**src/design/sid_pkg.sv**
```systemverilog
// shared types and constants for the set intersection block
package sid_pkg;

  localparam int DEPTH         = 32;
  localparam int ELEMENT_WIDTH = 64;

  // transaction kinds on the input channel
  typedef enum logic [1:0] {
    KIND_LOAD  = 2'd0,
    KIND_PROBE = 2'd1,
    KIND_CLEAR = 2'd2
  } kind_t;

  typedef struct packed {
    logic [1:0]  kind;
    logic [63:0] element;
  } in_t;

  typedef struct packed {
    logic [63:0] common_element;
    logic        found;
    logic        reference_overflow;
  } out_t;

  // token that walks down the chain of cells, one cell per cycle
  typedef struct packed {
    logic                     vld;
    logic                     load;
    logic [ELEMENT_WIDTH-1:0] word;
    logic                     hit;
    logic                     taken;
  } tok_t;

  // broadcast control from the sequencer to every cell
  typedef struct packed {
    logic clear;
    logic commit;
    logic hit;
  } ctl_t;

endpackage

```
**src/design/sid_cell.sv**
```systemverilog
// one store entry of the chain: holds a value and its flags, passes the token on
module sid_cell (
  input  logic          clk,
  input  logic          rst_n,
  input  sid_pkg::tok_t tok_in,
  input  sid_pkg::ctl_t ctl,
  output sid_pkg::tok_t tok_out
);
  import sid_pkg::*;

  logic [ELEMENT_WIDTH-1:0] value_r, value_nxt;
  logic                     valid_r, valid_nxt;
  logic                     reported_r, reported_nxt;
  logic                     match_r, match_nxt;
  tok_t                     tok_r, tok_nxt;
  logic                     eq;

  always_comb begin
    eq           = valid_r && (value_r == tok_in.word);
    value_nxt    = value_r;
    valid_nxt    = valid_r;
    reported_nxt = reported_r;
    match_nxt    = match_r;
    tok_nxt      = tok_in;
    if (ctl.clear) begin
      valid_nxt    = 1'b0;
      reported_nxt = 1'b0;
    end else if (ctl.commit) begin
      // when the probe hit, mark every entry that matched the probe just finished
      if (ctl.hit && match_r) begin
        reported_nxt = 1'b1;
      end
    end else if (tok_in.vld) begin
      if (tok_in.load) begin
        // first empty cell takes the load
        if (!tok_in.taken && !valid_r) begin
          value_nxt     = tok_in.word;
          valid_nxt     = 1'b1;
          reported_nxt  = 1'b0;
          tok_nxt.taken = 1'b1;
        end
      end else begin
        match_nxt = eq;
        if (eq && !reported_r) begin
          tok_nxt.hit = 1'b1;
        end
      end
    end
  end

  always_ff @(posedge clk) begin
    if (!rst_n) begin
      valid_r    <= 1'b0;
      reported_r <= 1'b0;
      match_r    <= 1'b0;
      tok_r      <= '0;
    end else begin
      valid_r    <= valid_nxt;
      reported_r <= reported_nxt;
      match_r    <= match_nxt;
      tok_r      <= tok_nxt;
    end
  end

  always_ff @(posedge clk) begin
    value_r <= value_nxt;
  end

  assign tok_out = tok_r;

endmodule

```
**config.mk**
```make
export PLATFORM = sky130hd
export DESIGN_NAME = sid_cell
export DESIGN_NICKNAME = d
export VERILOG_FILES = /design/src/design/sid_pkg.sv /design/src/design/sid_cell.sv
export SDC_FILE = /design/constraint.sdc
export NUM_CORES = 1
export LEC_CHECK = 0
export ABC_AREA = 1
export ABC_CLOCK_PERIOD_IN_PS = 4570
export BUFFER_PORTS_ARGS = -buffer_cell sky130_fd_sc_hd__clkbuf_2
export CAP_MARGIN = 0
export CORE_ASPECT_RATIO = 1.25
export CORE_MARGIN = 1.5
export CORE_UTILIZATION = 45
export DETAILED_ROUTE_END_ITERATION = 10
export GPL_TIMING_DRIVEN = 0
export PLACE_DENSITY = 0.7
export SLEW_MARGIN = 20
export SYNTH_ARGS = -nofsm -noshare
export SYNTH_HDL_FRONTEND = slang
export SYNTH_SLANG_ARGS = --single-unit
```
**constraint.sdc**
```tcl
create_clock -name clk -period 4.57 [get_ports clk]
set_input_delay 0.6855 -clock clk [delete_from_list [all_inputs] [get_ports clk]]
set_output_delay 0.6855 -clock clk [all_outputs]
set_load 0.02 [all_outputs]
```
==> results by group <==
Clock tree
  • Post-cts hold buffer count: 0
  • Skew-Pair Late Insertion Delay: 0.41 ns
  • Clock tree from TritonCTS: done
  • Clock-pin transition on the worst setup and hold timing paths: 0.06 ns
  • Setup Buffers After CTS: 0
  • Number of instances resized during post-cts repair: 0
  • Clock sink count: between 100 and 150
  • H-tree levels: 4
  • Clock buffers created by TritonCTS: 17
  • Maximum clock insertion buffer count: 2
  • Cell at the root of the clock tree: sky130_fd_sc_hd__clkbuf_16

Run status
  • Result of the run: finished clean

Yosys
  • Cell Area, Synth: approximately 5100 µm²
  • Number of warnings printed during yosys synthesis: 0
  • Gate count after technology mapping: 567
  • Distinct cell type count of the synthesized netlist: 19
  • Sequential share of the synthesized area: 0.656
  • Post-Syn Nets: 640
  • Number of synthesized register bits: 135
  • Synth Area per Inst: 8.99 µm²

Placement
  • Port Buf Inserts: 139
  • Weighted congestion reported at the end of routability-driven placement: 0.836
  • Cell area reported after detailed placement: between 6000 and 7000 µm²
  • Detailed placer's ending HPWL: between 8000 and 9000 µm

STA
  • Final setup violation count: 0
  • Worst Skew: about 0.011 ns
  • Worst rel slew slack: 0.504
  • Number of hold violations in the final report: 0
  • Setup repair after global routing missed its margin: no
  • Transition time at the pin with the least slew margin: 0.742 ns
  • Highest attainable clock frequency: 438 MHz
  • Final hold slack: approximately 0.48 ns
  • Post-route clock period utilization: 0.499
  • Final Slew Violations: 0
  • Minimum clock period after layout: 2.28 ns

Hold path
  • Class of the tightest hold or removal check: register to register
  • Min-delay src: valid_r

Setup path
  • Startpoint types: input pin
  • Number of cells traversed by the worst register-to-register path: 5
  • CP Cell Sequence: clkbuf_2, nor4_1, nand2_1, nor2_4, buf_12, buf_16
  • Biggest cell delay along the critical path: approximately 0.60 ns
  • Minimum setup slack among reg-to-reg paths: 2.36 ns
  • Type of element capturing the critical path: register
  • Worst setup endpoint: value_r[39]
  • Worst reg2reg path endpoint: value_r[39]
  • Slowest stage cell, crit path: sky130_fd_sc_hd__nor2_4
  • Largest fanout of any net on the critical path: 25
  • WS Path Type: input pin to register
  • Data required time at the worst endpoint: around 4.7 ns
  • Critical Path Source: ctl[1]
  • Worst flop-to-flop path startpoint: valid_r
  • Arrival time at the worst endpoint: 2.39 ns

Floorplan
  • Effective utilization at floorplan: 0.460
  • Horiz. Die Dim: a little under 100 µm
  • Site row count: 43
  • I/O pin count: 141
  • Vertical die dimension: 122 µm
  • Die Outline Area: 12000 µm²
  • Area inside the core boundary: 11100 µm²

Drt
  • Routed Antenna Nets: 0
  • Wire length per cell after detailed routing: 12.2 µm
  • DRT Wirelength: 10700 µm
  • DRC violation count after routing: 0
  • Post-DR vias/cell: 4.35
  • 1st-pass router iterations: 4
  • Detailed router's first-iteration violation count: 179
  • Vias: 3806

Layout
  • Post-synthesis to final-layout area growth: 29.2%
  • Total of fill cells in the finished design: around 1000
  • Multi-input logic area: 1190 µm²
  • Final instance area: 6580 µm²
  • Number of antenna repair diodes: 0
  • Layout cell share with drive strength beyond 1: 0.241
  • Final core utilization: 0.594
  • Net count of the finished layout: 800
  • Sequential cell area in the final layout: approximately 3300 µm²

Run
  • Max-cap violations: 0

Power
  • Fraction of power spent switching nets: 0.226
  • Power per cell area: 429 nW/µm²
  • Combinational fraction of design power: 0.076
  • Clk pwr share: 0.457
  • Static power due to leakage: 0.00357 µW
  • Part of the power in registers: 0.467
  • Reported net switching power: approximately 640 µW
  • Worst voltage drop across the vdd grid: between 0.2 and 0.25 mV
  • Internal Dissipation: 2180 µW

Global routing
  • Vias in the first global route: ~3700
  • Maximum number of pins on one net before global-route repair: 26
  • Global-route wire length before repair: 17100 µm
  • Remaining global-route overflow: 0
  • GR Util All Layers: 0.188
  • Antenna violations before repair: 0
[sequential cells by signal (all words and copies together) (netlist names)]
name        flops
tok_out        68
match_r         1
value_r        64
valid_r         1
reported_r      1
[per-stage QoR]
stage                     setup TNS, ns  std cells  total power [µW]  setup WS [ns]
after floorplan                       0        567              1450          0.285
after CTS                             0        875              2850           2.28
after detailed placement              0        843              1560           1.85
after global routing                  0        875              2930           2.13
after global placement           -78.06        841              1550          -1.22
final                                 0        875              2820           2.29
[power by group through the flow]
stage | Clock, µW | Combinational (µW) | Sequential [µW]
final | 1290 | 216 | 1320
after global routing | 1370 | 241 | 1320
after CTS | 1320 | 219 | 1320
after detailed placement | 0 | 218 | 1340
after global placement | 0 | 211 | 1340
after floorplan | 0 | 70.8 | 1380
[worst max-delay path, delay by kind of cell]
| family | cells | cell delay [ns] |
|---|---|---|
| AND/OR/NAND/NOR | 3 | 1.13 |
| buffers and inverters | 3 | 0.55 |
[layout make-up]
cell class,count,share of cell area
Tap cell,135,0.0257
Clock buffer,20,0.0664
Clock inverter,12,0.0196
Multi-Input combinational cell,282,0.181
Sequential cell,135,0.508
Inverter,142,0.0810
Timing Repair Buffer,141,0.113
Buffer,8,0.00494
[per-layer routing]
| layer | wire length [µm] | up-vias | part of all wire | track usage |
|---|---|---|---|---|
| li1 | - | 2000 | - | - |
| met5 | 0 | - | 0 | 0 |
| met2 | 5630 | 88 | 0.53 | 0.333 |
| met3 | 510 | 7 | 0.048 | 0.0551 |
| met1 | 4480 | 1711 | 0.42 | 0.215 |
| met4 | 101 | 0 | 0.0094 | 0.0722 |
[synthesized netlist by cell type]
cell type                    n  area share
sky130_fd_sc_hd__o211ai_1    1      0.0015
sky130_fd_sc_hd__o21ai_1    10      0.0098
sky130_fd_sc_hd__inv_2       2      0.0015
sky130_fd_sc_hd__inv_1     140        0.10
sky130_fd_sc_hd__nand4_1     1      0.0012
sky130_fd_sc_hd__edfxtp_1   64        0.38
sky130_fd_sc_hd__nor2_1     51       0.038
sky130_fd_sc_hd__clkbuf_1    6      0.0044
sky130_fd_sc_hd__a21oi_1     5      0.0049
sky130_fd_sc_hd__nand3_1     5      0.0049
sky130_fd_sc_hd__xor2_1      1      0.0017
sky130_fd_sc_hd__dfxtp_1    71        0.28
sky130_fd_sc_hd__o21ai_0    11       0.011
sky130_fd_sc_hd__buf_2       2      0.0020
sky130_fd_sc_hd__nand2_1   178        0.13
sky130_fd_sc_hd__xnor2_1    12       0.021
sky130_fd_sc_hd__o22ai_1     3      0.0037
sky130_fd_sc_hd__nor4_1      1      0.0012
sky130_fd_sc_hd__nor2_2      3      0.0037
[worst min-delay path by stage]
stage                              to  slack (ns)  cells past startpoint
after floorplan            reported_r        0.44                      2
after global placement     reported_r        0.45                      2
after detailed placement   reported_r        0.47                      2
after CTS                 tok_out[67]        0.47                      3
after global routing      tok_out[67]        0.47                      3
final                         valid_r        0.48                      2
[placed cells by master, fill, tap and decap left out, drive strengths merged, types with 4 or more instances in the layout]
cell,instances
clkinvlp,4
a21oi,5
edfxtp,64
inv,143
o21ai,21
xnor2,12
nand2,178
clkinv,5
dfxtp,71
clkbuf,165
nand3,5
nor2,54
buf,4
[cells by family after synthesis]
kind of cell    synth area share
simple gates               0.180
xor+xnor                  0.0223
flops                      0.656
buf+inv                    0.111
compound gates            0.0307
Power figures use the tool's default switching activity.
